[config.mk]
export PLATFORM = sky130hd
export DESIGN_NAME = tilt_slope_classifier_flat
export DESIGN_NICKNAME = d
export VERILOG_FILES = /design/src/rtl/tsc_pkg.sv /design/src/rtl/tsc_if.sv /design/src/rtl/tsc_ctrl.sv /design/src/rtl/tsc_dp.sv /design/src/rtl/tilt_slope_classifier.sv /design/src/flat_wrapper.sv
export SDC_FILE = /design/constraint.sdc
export NUM_CORES = 2
export LEC_CHECK = 0
export BUFFER_PORTS_ARGS = -buffer_cell sky130_fd_sc_hd__buf_2
export CORE_UTILIZATION = 55
export DETAILED_ROUTE_END_ITERATION = 8
export GPL_TIMING_DRIVEN = 0
export PLACE_DENSITY = 0.81
export REMOVE_ABC_BUFFERS = 1
export SYNTH_ARGS = -nofsm -noshare
export SYNTH_HDL_FRONTEND = slang
export SYNTH_SLANG_ARGS = --single-unit
[constraint.sdc]
create_clock -name clk -period 8.3 [get_ports clk]
set_input_delay 1.245 -clock clk [delete_from_list [all_inputs] [get_ports clk]]
set_output_delay 1.245 -clock clk [all_outputs]
set_load 0.03 [all_outputs]
[src/rtl/tsc_pkg.sv]
package tsc_pkg;

	localparam int CNT_W = 5;
	localparam int SQRT_STEPS = 30;
	localparam int ATAN_STEPS_MAX = 24;
	localparam int ANGLE_MAX = 23040;

	localparam logic [14:0] MOD_UP = 15'd12780;
	localparam logic [14:0] MOD_DOWN = 15'd18350;
	localparam logic [14:0] MOD_ONE = 15'd16384;

	localparam logic [1:0] SLOPE_LEVEL = 2'd0;
	localparam logic [1:0] SLOPE_UP = 2'd1;
	localparam logic [1:0] SLOPE_DOWN = 2'd2;

	localparam logic CMD_MEASURE = 1'b0;
	localparam logic CMD_CAL = 1'b1;

	localparam logic [1:0] REG_ENABLE = 2'd0;
	localparam logic [1:0] REG_UP_LIMIT = 2'd1;
	localparam logic [1:0] REG_DOWN_LIMIT = 2'd2;

	typedef enum logic [3:0] {
		ST_IDLE,
		ST_MUL_X,
		ST_MUL_Z,
		ST_SQRT_INIT,
		ST_SQRT,
		ST_CORDIC_INIT,
		ST_CORDIC,
		ST_ANGLE,
		ST_DIV_INIT,
		ST_DIV,
		ST_FINISH
	} tsc_state_t;

	typedef struct packed {
		logic take;
		logic mul_x;
		logic mul_z;
		logic sqrt_init;
		logic sqrt_step;
		logic cordic_init;
		logic cordic_step;
		logic angle;
		logic div_init;
		logic div_step;
		logic commit;
	} tsc_cmd_t;

	typedef struct packed {
		logic in_valid;
		logic sqrt_last;
		logic cordic_last;
		logic cal_last;
		logic out_free;
	} tsc_stat_t;

	// atan(2^-i) in degrees, Q16
	function automatic logic [21:0] atan_q16(input logic [CNT_W-1:0] i);
		logic [21:0] r;
		unique case (i)
			5'd0: r = 22'd2949120;
			5'd1: r = 22'd1740967;
			5'd2: r = 22'd919879;
			5'd3: r = 22'd466945;
			5'd4: r = 22'd234379;
			5'd5: r = 22'd117304;
			5'd6: r = 22'd58666;
			5'd7: r = 22'd29335;
			5'd8: r = 22'd14668;
			5'd9: r = 22'd7334;
			5'd10: r = 22'd3667;
			5'd11: r = 22'd1833;
			5'd12: r = 22'd917;
			5'd13: r = 22'd458;
			5'd14: r = 22'd229;
			5'd15: r = 22'd115;
			5'd16: r = 22'd57;
			5'd17: r = 22'd29;
			5'd18: r = 22'd14;
			5'd19: r = 22'd7;
			5'd20: r = 22'd4;
			5'd21: r = 22'd2;
			5'd22: r = 22'd1;
			default: r = 22'd0;
		endcase
		return r;
	endfunction

endpackage

[src/rtl/tsc_if.sv]
interface tsc_in_if;
	logic valid;
	logic ready;
	logic cmd;
	logic signed [15:0] accel_x;
	logic signed [15:0] accel_y;
	logic signed [15:0] accel_z;
	modport source(output valid, cmd, accel_x, accel_y, accel_z, input ready);
	modport sink(input valid, cmd, accel_x, accel_y, accel_z, output ready);
endinterface

interface tsc_out_if;
	logic valid;
	logic ready;
	logic signed [16:0] pitch;
	logic [1:0] slope;
	logic [14:0] rate_modifier;
	logic cal_done;
	logic signed [15:0] offset_now;
	modport source(output valid, pitch, slope, rate_modifier, cal_done, offset_now,
		input ready);
	modport sink(input valid, pitch, slope, rate_modifier, cal_done, offset_now,
		output ready);
endinterface

interface tsc_cfg_if;
	logic valid;
	logic ready;
	logic [1:0] index;
	logic [14:0] data;
	modport source(output valid, index, data, input ready);
	modport sink(input valid, index, data, output ready);
endinterface

[src/rtl/tsc_ctrl.sv]
module tsc_ctrl
	import tsc_pkg::*;
(
	input  logic      clk,
	input  logic      arst_n,
	input  tsc_stat_t stat,
	output tsc_cmd_t  cmd
);

	tsc_state_t state_q, state_d;

	always_ff @(posedge clk or negedge arst_n) begin
		if (!arst_n) begin
			state_q <= ST_IDLE;
		end else begin
			state_q <= state_d;
		end
	end

	always_comb begin
		state_d = state_q;
		cmd = '0;
		unique case (state_q)
			ST_IDLE: begin
				cmd.take = 1'b1;
				if (stat.in_valid) state_d = ST_MUL_X;
			end
			ST_MUL_X: begin
				cmd.mul_x = 1'b1;
				state_d = ST_MUL_Z;
			end
			ST_MUL_Z: begin
				cmd.mul_z = 1'b1;
				state_d = ST_SQRT_INIT;
			end
			ST_SQRT_INIT: begin
				cmd.sqrt_init = 1'b1;
				state_d = ST_SQRT;
			end
			ST_SQRT: begin
				cmd.sqrt_step = 1'b1;
				if (stat.sqrt_last) state_d = ST_CORDIC_INIT;
			end
			ST_CORDIC_INIT: begin
				cmd.cordic_init = 1'b1;
				state_d = ST_CORDIC;
			end
			ST_CORDIC: begin
				cmd.cordic_step = 1'b1;
				if (stat.cordic_last) state_d = ST_ANGLE;
			end
			ST_ANGLE: begin
				cmd.angle = 1'b1;
				state_d = stat.cal_last ? ST_DIV_INIT : ST_FINISH;
			end
			ST_DIV_INIT: begin
				cmd.div_init = 1'b1;
				state_d = ST_DIV;
			end
			ST_DIV: begin
				cmd.div_step = 1'b1;
				state_d = ST_FINISH;
			end
			ST_FINISH: begin
				// The result waits here until the output register is free.
				if (stat.out_free) begin
					cmd.commit = 1'b1;
					state_d = ST_IDLE;
				end
			end
			default: state_d = ST_IDLE;
		endcase
	end

endmodule

[src/rtl/tsc_dp.sv]
module tsc_dp
	import tsc_pkg::*;
#(
	parameter int CAL_SAMPLES = 10,
	parameter int CORDIC_STEPS = 16
) (
	input  logic      clk,
	input  logic      arst_n,
	input  tsc_cmd_t  cmd,
	output tsc_stat_t stat,
	tsc_in_if.sink    sample,
	tsc_cfg_if.sink   cfg,
	tsc_out_if.source result
);

	localparam int STEPS = (CORDIC_STEPS > ATAN_STEPS_MAX) ? ATAN_STEPS_MAX : CORDIC_STEPS;
	localparam int SUM_W = $clog2(CAL_SAMPLES * ANGLE_MAX + 1) + 1;
	localparam int NUM_W = SUM_W + 1;
	localparam int DEN = 2 * CAL_SAMPLES;
	localparam int CCNT_W = $clog2(CAL_SAMPLES + 1);
	// The reciprocal is rounded up; the shift makes the quotient exact for any numerator.
	localparam int RECIP_SH = NUM_W + $clog2(DEN);
	localparam int RECIP_W = NUM_W + 2;
	localparam logic [RECIP_W-1:0] RECIP =
		RECIP_W'(((64'd1 << RECIP_SH) + 64'(DEN) - 64'd1) / 64'(DEN));

	// Captured request
	logic cmd_q;
	logic signed [15:0] ax_q, ay_q, az_q;

	// Squares and root
	logic [31:0] p1_q, p2_q;
	logic [59:0] nsh_q;
	logic [31:0] rem_q;
	logic [29:0] root_q;
	logic zero_q;
	logic [CNT_W-1:0] iter_q;

	// CORDIC
	logic signed [32:0] x_q, y_q;
	logic signed [24:0] z_q;
	logic signed [15:0] raw_q;

	// Divider
	logic [NUM_W-1:0] num_q;
	logic [15:0] quo_q;
	logic neg_q;

	// Block state and configuration
	logic signed [15:0] offset_q;
	logic signed [SUM_W-1:0] cal_sum_q;
	logic [CCNT_W-1:0] cal_cnt_q;
	logic [1:0] slope_q;
	logic en_q;
	logic [14:0] up_q, dn_q;

	// Output register
	logic out_valid_q;
	logic signed [16:0] pitch_q;
	logic [1:0] oslope_q;
	logic [14:0] mod_q;
	logic done_q;
	logic signed [15:0] ooff_q;

	logic signed [31:0] sq_x, sq_z;
	logic [31:0] sq_sum;
	logic [33:0] s_rem, s_trial;
	logic s_ge;
	logic signed [32:0] xs, ys;
	logic signed [24:0] at, zr, zq;
	logic signed [15:0] raw_d;
	logic signed [SUM_W-1:0] sum_new;
	logic [SUM_W-1:0] mag;
	logic [NUM_W+RECIP_W-1:0] prod;
	logic [15:0] qv;
	logic signed [15:0] off_new;
	logic signed [16:0] pitch_m;
	logic [1:0] slope_new;
	logic [14:0] mod_new;

	assign sample.ready = cmd.take;
	assign cfg.ready = 1'b1;

	assign sq_x = ax_q * ax_q;
	assign sq_z = az_q * az_q;
	assign sq_sum = p1_q + p2_q;

	assign s_rem = {rem_q, nsh_q[59:58]};
	assign s_trial = {2'b00, root_q, 2'b01};
	assign s_ge = s_rem >= s_trial;

	assign xs = x_q >>> iter_q;
	assign ys = y_q >>> iter_q;
	assign at = signed'({3'b000, atan_q16(iter_q)});

	// Q16 to Q8.8, ties toward plus infinity, then clamped
	always_comb begin
		zr = z_q + 25'sd128;
		zq = zr >>> 8;
		if (zero_q) begin
			raw_d = '0;
		end else if (zq > 25'sd23040) begin
			raw_d = 16'sd23040;
		end else if (zq < -25'sd23040) begin
			raw_d = -16'sd23040;
		end else begin
			raw_d = zq[15:0];
		end
	end

	assign sum_new = cal_sum_q + SUM_W'(raw_q);
	assign mag = sum_new[SUM_W-1] ? SUM_W'(-sum_new) : SUM_W'(sum_new);

	assign prod = num_q * RECIP;

	assign qv = quo_q;
	assign off_new = neg_q ? -signed'(qv) : signed'(qv);

	assign pitch_m = 17'(raw_q) - 17'(offset_q);

	always_comb begin
		slope_new = slope_q;
		if (cmd_q == CMD_MEASURE && en_q) begin
			if (pitch_m > signed'({2'b00, up_q})) begin
				slope_new = SLOPE_UP;
			end else if (pitch_m < -signed'({2'b00, dn_q})) begin
				slope_new = SLOPE_DOWN;
			end else begin
				slope_new = SLOPE_LEVEL;
			end
		end
		if (!en_q) begin
			mod_new = MOD_ONE;
		end else if (slope_new == SLOPE_UP) begin
			mod_new = MOD_UP;
		end else if (slope_new == SLOPE_DOWN) begin
			mod_new = MOD_DOWN;
		end else begin
			mod_new = MOD_ONE;
		end
	end

	assign stat.in_valid = sample.valid;
	assign stat.sqrt_last = iter_q == CNT_W'(SQRT_STEPS - 1);
	assign stat.cordic_last = iter_q == CNT_W'(STEPS - 1);
	assign stat.cal_last = (cmd_q == CMD_CAL) && (cal_cnt_q == CCNT_W'(CAL_SAMPLES - 1));
	assign stat.out_free = !out_valid_q || result.ready;

	// Working registers
	always_ff @(posedge clk) begin
		if (cmd.take && sample.valid) begin
			cmd_q <= sample.cmd;
			ax_q <= sample.accel_x;
			ay_q <= sample.accel_y;
			az_q <= sample.accel_z;
		end
		if (cmd.mul_x) p1_q <= unsigned'(sq_x);
		if (cmd.mul_z) p2_q <= unsigned'(sq_z);
		if (cmd.sqrt_init) begin
			nsh_q <= {sq_sum, 28'b0};
			rem_q <= '0;
			root_q <= '0;
			zero_q <= (sq_sum == '0) && (ay_q == '0);
		end
		if (cmd.sqrt_step) begin
			rem_q <= s_ge ? 32'(s_rem - s_trial) : s_rem[31:0];
			root_q <= {root_q[28:0], s_ge};
			nsh_q <= {nsh_q[57:0], 2'b00};
		end
		if (cmd.cordic_init) begin
			x_q <= signed'({3'b000, root_q});
			y_q <= {{3{ay_q[15]}}, ay_q, 14'b0};
			z_q <= '0;
		end
		if (cmd.cordic_step) begin
			if (!y_q[32]) begin
				x_q <= x_q + ys;
				y_q <= y_q - xs;
				z_q <= z_q + at;
			end else begin
				x_q <= x_q - ys;
				y_q <= y_q + xs;
				z_q <= z_q - at;
			end
		end
		if (cmd.angle) raw_q <= raw_d;
		if (cmd.div_init) begin
			num_q <= (NUM_W'(mag) << 1) + NUM_W'(CAL_SAMPLES);
			neg_q <= sum_new[SUM_W-1];
		end
		if (cmd.div_step) quo_q <= prod[RECIP_SH +: 16];
		if (cmd.commit) begin
			pitch_q <= (cmd_q == CMD_MEASURE) ? pitch_m : 17'(raw_q);
			oslope_q <= slope_new;
			mod_q <= mod_new;
			done_q <= stat.cal_last;
			ooff_q <= stat.cal_last ? off_new : offset_q;
		end
	end

	always_ff @(posedge clk or negedge arst_n) begin
		if (!arst_n) begin
			iter_q <= '0;
		end else if (cmd.sqrt_init || cmd.cordic_init) begin
			iter_q <= '0;
		end else if (cmd.sqrt_step || cmd.cordic_step) begin
			iter_q <= iter_q + 1'b1;
		end
	end

	always_ff @(posedge clk or negedge arst_n) begin
		if (!arst_n) begin
			en_q <= 1'b1;
			up_q <= 15'd1280;
			dn_q <= 15'd1280;
		end else if (cfg.valid) begin
			unique case (cfg.index)
				REG_ENABLE: en_q <= cfg.data[0];
				REG_UP_LIMIT: up_q <= cfg.data;
				REG_DOWN_LIMIT: dn_q <= cfg.data;
				default: ;
			endcase
		end
	end

	always_ff @(posedge clk or negedge arst_n) begin
		if (!arst_n) begin
			offset_q <= '0;
			cal_sum_q <= '0;
			cal_cnt_q <= '0;
			slope_q <= SLOPE_LEVEL;
			out_valid_q <= 1'b0;
		end else begin
			if (result.valid && result.ready) out_valid_q <= 1'b0;
			if (cmd.commit) begin
				out_valid_q <= 1'b1;
				slope_q <= slope_new;
				if (cmd_q == CMD_MEASURE || stat.cal_last) begin
					cal_sum_q <= '0;
					cal_cnt_q <= '0;
				end else begin
					cal_sum_q <= sum_new;
					cal_cnt_q <= cal_cnt_q + 1'b1;
				end
				if (stat.cal_last) offset_q <= off_new;
			end
		end
	end

	assign result.valid = out_valid_q;
	assign result.pitch = pitch_q;
	assign result.slope = oslope_q;
	assign result.rate_modifier = mod_q;
	assign result.cal_done = done_q;
	assign result.offset_now = ooff_q;

endmodule

[src/rtl/tilt_slope_classifier.sv]
// Tilt slope classifier: each request is one accelerometer sample and yields one result.
// An item passes from acceptance to the output register through the bit-serial square root
// and the one-step-per-cycle CORDIC loop, with at most 24 CORDIC steps used; the item that
// completes a calibration then also forms the rounded mean with a reciprocal multiply. One
// item is worked at a time, and the next is accepted while the previous result still waits
// in the output register, so a new request is taken only once the last one is committed.
// Configuration is always ready and is meant to be written only while no request is in flight.
module tilt_slope_classifier
	import tsc_pkg::*;
#(
	parameter int CAL_SAMPLES = 10,
	parameter int CORDIC_STEPS = 16
) (
	input logic       clk,
	input logic       arst_n,
	tsc_in_if.sink    sample,
	tsc_cfg_if.sink   cfg,
	tsc_out_if.source result
);

	tsc_cmd_t cmd;
	tsc_stat_t stat;

	tsc_ctrl u_ctrl (
		.clk(clk),
		.arst_n(arst_n),
		.stat(stat),
		.cmd(cmd)
	);

	tsc_dp #(
		.CAL_SAMPLES(CAL_SAMPLES),
		.CORDIC_STEPS(CORDIC_STEPS)
	) u_dp (
		.clk(clk),
		.arst_n(arst_n),
		.cmd(cmd),
		.stat(stat),
		.sample(sample),
		.cfg(cfg),
		.result(result)
	);

	a_busy_after_take: assert property (@(posedge clk) disable iff (!arst_n)
		sample.valid && sample.ready |=> !sample.ready)
		else $error("request accepted while busy");

	a_slope_code: assert property (@(posedge clk) disable iff (!arst_n)
		result.valid |-> result.slope != 2'd3)
		else $error("bad slope code");

	a_mod_up: assert property (@(posedge clk) disable iff (!arst_n)
		result.valid && result.slope == SLOPE_UP |->
		result.rate_modifier == MOD_UP || result.rate_modifier == MOD_ONE)
		else $error("modifier does not match slope");

	a_cal_pitch: assert property (@(posedge clk) disable iff (!arst_n)
		result.valid && result.cal_done |-> result.rate_modifier != MOD_DOWN ||
		result.slope == SLOPE_DOWN)
		else $error("calibration changed modifier");

endmodule

[src/flat_wrapper.sv]
// flat-port wrapper written by rule: the top's interface ports become plain ports
module tilt_slope_classifier_flat import tsc_pkg::*;
#(
	parameter int CAL_SAMPLES = 10,
	parameter int CORDIC_STEPS = 16
)
  (clk, arst_n, sample_valid, sample_cmd, sample_accel_x, sample_accel_y, sample_accel_z, sample_ready, cfg_valid, cfg_index, cfg_data, cfg_ready, result_valid, result_pitch, result_slope, result_rate_modifier, result_cal_done, result_offset_now, result_ready);
  tsc_in_if sample_i ();
  tsc_cfg_if cfg_i ();
  tsc_out_if result_i ();
  input logic clk;
  input logic arst_n;
  input wire logic [$bits(sample_i.valid)-1:0] sample_valid;
  input wire logic [$bits(sample_i.cmd)-1:0] sample_cmd;
  input wire logic [$bits(sample_i.accel_x)-1:0] sample_accel_x;
  input wire logic [$bits(sample_i.accel_y)-1:0] sample_accel_y;
  input wire logic [$bits(sample_i.accel_z)-1:0] sample_accel_z;
  output wire logic [$bits(sample_i.ready)-1:0] sample_ready;
  input wire logic [$bits(cfg_i.valid)-1:0] cfg_valid;
  input wire logic [$bits(cfg_i.index)-1:0] cfg_index;
  input wire logic [$bits(cfg_i.data)-1:0] cfg_data;
  output wire logic [$bits(cfg_i.ready)-1:0] cfg_ready;
  output wire logic [$bits(result_i.valid)-1:0] result_valid;
  output wire logic [$bits(result_i.pitch)-1:0] result_pitch;
  output wire logic [$bits(result_i.slope)-1:0] result_slope;
  output wire logic [$bits(result_i.rate_modifier)-1:0] result_rate_modifier;
  output wire logic [$bits(result_i.cal_done)-1:0] result_cal_done;
  output wire logic [$bits(result_i.offset_now)-1:0] result_offset_now;
  input wire logic [$bits(result_i.ready)-1:0] result_ready;
  assign sample_i.valid = sample_valid;
  assign sample_i.cmd = sample_cmd;
  assign sample_i.accel_x = sample_accel_x;
  assign sample_i.accel_y = sample_accel_y;
  assign sample_i.accel_z = sample_accel_z;
  assign sample_ready = sample_i.ready;
  assign cfg_i.valid = cfg_valid;
  assign cfg_i.index = cfg_index;
  assign cfg_i.data = cfg_data;
  assign cfg_ready = cfg_i.ready;
  assign result_valid = result_i.valid;
  assign result_pitch = result_i.pitch;
  assign result_slope = result_i.slope;
  assign result_rate_modifier = result_i.rate_modifier;
  assign result_cal_done = result_i.cal_done;
  assign result_offset_now = result_i.offset_now;
  assign result_i.ready = result_ready;
  tilt_slope_classifier #(.CAL_SAMPLES(CAL_SAMPLES), .CORDIC_STEPS(CORDIC_STEPS)) u_core (.clk(clk), .arst_n(arst_n), .sample(sample_i), .cfg(cfg_i), .result(result_i));
endmodule
==> flow_metrics.py <==
metrics = {
    "sta": {
        "max_freq_mhz": 127.9,
        "fin_crit_sh": 0.9417,
        "fin_crit_ns": 7.816,
        "worst_pin_slew_ns": 1.334,
        "finalHoldViolCount": 0,
        "relSlewSlack": 0.1071,
        "hold_slack_ns": 0.4619,
        "setup_violations": 0,
        "finalMaxSlewViolations": 0,
        "rsz0062_at_grt": "false",
        "fin_skew_ns": 0.02426,
    },
    "synthesis": {
        "synthArstFlopShare": 0.1741,
        "synth_edf_count": 389,
        "synth_seq_area_share": 0.2330,
        "ys_warn_count": 0,
        "synth_top_area_cell": "fa_1",
        "synthCells": 6076,
        "synth_most_common_cell": "inv_1",
        "yosys.area.top_type_share": 0.2050,
        "syn_area_um2": 58980,
        "syn_area_per_cell_um2": 9.706,
        "synth.distinct_cells": 105,
        "netlist_top_cells_area": "fa_1, edfxtp_1, ha_1",
        "synth_seq_cells": 471,
        "ys.flop_type": "edfxtp_1",
        "ys_top_cells_by_count": "inv_1, ha_1, fa_1",
    },
    "drt": {
        "initialDrtViolationCount": 3571,
        "postRouteAntennaNets": 0,
        "dr_total_vias": 44147,
        "dr.pass1.iters": 9,
        "drc": 37,
        "wl_per_cell_um": 18.11,
        "via_per_inst": 5.868,
        "totalWireLength_um": 136200,
    },
    "clocking": {
        "cts_root_buf": "clkbuf_16",
        "path_clk_slew_ns": 0.07,
        "cts_tree": "yes",
        "cts_buffers": 55,
        "postCtsHoldBufs": 0,
        "cts.sinks": 471,
        "htreeDepth": 2,
        "cts_buffer_depth": 3,
        "cts_resized": 0,
        "cts_setup_buffers": 0,
        "clk_latency_ns": 0.68,
    },
    "worst_setup_path": {
        "crit_path_start_kind": "flip-flop",
        "cpMaxStageDelayCell": "edfxtp_1",
        "critical_path.most_common_cell": "fa_1",
        "cp.required_ns": 8.71,
        "r2r_slack_ns": 0.48,
        "end_kind": "flip-flop",
        "crit_chain": "clkinv_1, nor2_1, ha_1, xor2_1, fa_1, inv_1, fa_1, fa_1, fa_1, inv_1, fa_1, inv_1, ha_1, nand2_1, nor2_1, nand2_1, nor4bb_1, o41ai_1, o311a_1, a21oi_1, a41o_1, o21ai_0, o21ai_0, xor2_1",
        "reg2regPathDepth": 24,
        "crit_path_max_fanout": 12,
        "r2r_end": "u_core.u_dp.p2_q[30]",
        "critical_path_class": "flip-flop to flip-flop",
        "cpPeakStageDelay_ns": 0.71,
        "rr_startpoint": "u_core.u_dp.az_q[3]",
        "cp.arrival_ns": 8.23,
    },
    "hold_path": {
        "min_path_type": "input pin to asynchronous set/reset pin",
    },
    "grt": {
        "antenna_found_initial": 8,
        "grt-ovfl-total": 0,
        "grt_pass1_wl_um": 224800,
        "grt_util_all_layers": 0.2556,
        "grt_pass1_vias": 45414,
        "grt_max_degree": 91,
    },
    "die": {
        "die_height_um": 329.5,
        "coreArea_um2": 105900,
        "rows": 119,
        "start_util": 0.5571,
        "pin_count": 125,
        "fp.dieArea_um2": 108500,
        "die_w_um": 329.5,
    },
    "final_layout": {
        "fin_util": 0.5952,
        "stdcell_count": 7523,
        "drive_above_1_share": 0.08041,
        "nNetsFinal": 7367,
        "synthToLayoutAreaGrowth_pct": 6.840,
    },
    "placement": {
        "dp_cells": 7417,
        "post-dp-hpwl_um": 106600,
        "io_buffer_count": 120,
        "place.gp.congestion": 0.9603,
    },
    "outcome": {
        "status": "finished, violations left",
        "violations": "design-rule violations",
    },
    "flow_run": {
        "drv_cap": 0,
    },
}
-- worst max path at each step --
stage | from | endpoint | slack [ns] | cells past startpoint
6_report | u_core.u_dp.az_q[3] | u_core.u_dp.p2_q[30] | 0.48 | 24
5_1_grt | u_core.u_dp.ax_q[8] | u_core.u_dp.p1_q[30] | 0.13 | 23
4_1_cts | u_core.u_dp.ax_q[3] | u_core.u_dp.p1_q[30] | 0.34 | 23
3_5_place_dp | u_core.u_dp.ax_q[3] | u_core.u_dp.p1_q[30] | 0.37 | 23
3_3_place_gp | u_core.u_dp.iter_q[2] | u_core.u_dp.x_q[32] | -2.05 | 25
2_1_floorplan | u_core.u_dp.iter_q[2] | u_core.u_dp.x_q[32] | 0.23 | 25
-- worst max-delay path: cells and delay by family, from the launching register on --
family | cells | cell delay (ns)
AND/OR/NAND/NOR | 5 | 1.21
buffers and inverters | 4 | 0.66
adder cells (fa/ha/maj) | 7 | 3.21
AO/OA/AOI/OAI | 6 | 1.47
XOR/XNOR | 2 | 0.29
flip-flops | 1 | 0.71
-- area by class of cell --
| cell class | count | area [um^2] |
|---|---|---|
| Timing Repair Buffer | 146 | 1094 |
| Inverter | 1071 | 4023 |
| Multi-Input combinational cell | 4341 | 40420 |
| Antenna cell | 1 | 2.502 |
| Fill cell | 8595 | 42850 |
| Sequential cell | 471 | 13750 |
| Clock inverter | 36 | 467.9 |
| Clock buffer | 66 | 1511 |
| Tap cell | 1391 | 1740 |
-- layer usage --
metal  up-vias  global-route usage  wire length [um]
met3       290             0.03168              9364
met4         8             0.08514              4372
met2      1645              0.4421             67200
met1     21791              0.3320             55230
li1      20413                   -                 -
met5         -                   0                56
-- per-stage QoR --
stage	worst slack, ns	setup TNS, ns	instance area, um^2
2_1_floorplan	0.2267	0	58120
3_3_place_gp	-2.054	-61.90	60460
3_5_place_dp	0.3710	0	60990
4_1_cts	0.3449	0	62970
5_1_grt	0.1334	0	63010
6_report	0.4839	0	63010
-- layout by cell type, fill, tap and decap left out, drive strengths merged, types with 86 or more instances in the layout --
| cell | instances |
|---|---|
| xor2 | 153 |
| buf | 146 |
| ha | 606 |
| o21ai | 265 |
| mux2 | 86 |
| edfxtp | 389 |
| a21oi | 294 |
| and2 | 116 |
| nor3 | 95 |
| mux4 | 90 |
| inv | 1072 |
| fa | 604 |
| nand2 | 451 |
| xnor2 | 255 |
| nor2 | 415 |
| a21o | 97 |
-- registers in the layout (all words and copies together), names as in the netlist, 19 cells and up --
signal	count
u_core.u_dp.nsh_q	32
u_core.u_dp.root_q	30
u_core.u_dp.cal_sum_q	19
u_core.u_dp.z_q	25
u_core.u_dp.y_q	33
u_core.u_dp.num_q	19
u_core.u_dp.x_q	33
u_core.u_dp.p2_q	31
u_core.u_dp.p1_q	31
u_core.u_dp.rem_q	32
-- cells by family after synthesis --
| group | share of synthesized area |
|---|---|
| AOI/OAI and AO/OA | 0.1086 |
| xor gates and xnor gates | 0.06072 |
| adders and majority gates | 0.3340 |
| buffers and inverters | 0.08274 |
| DFF | 0.2330 |
| muxes | 0.06163 |
| other | 0.0001273 |
| and+or+nand+nor | 0.1193 |
Power is left out: the tool's default activity adds up to more than one toggle a clock period on the data nets, which glitch-free logic cannot reach.
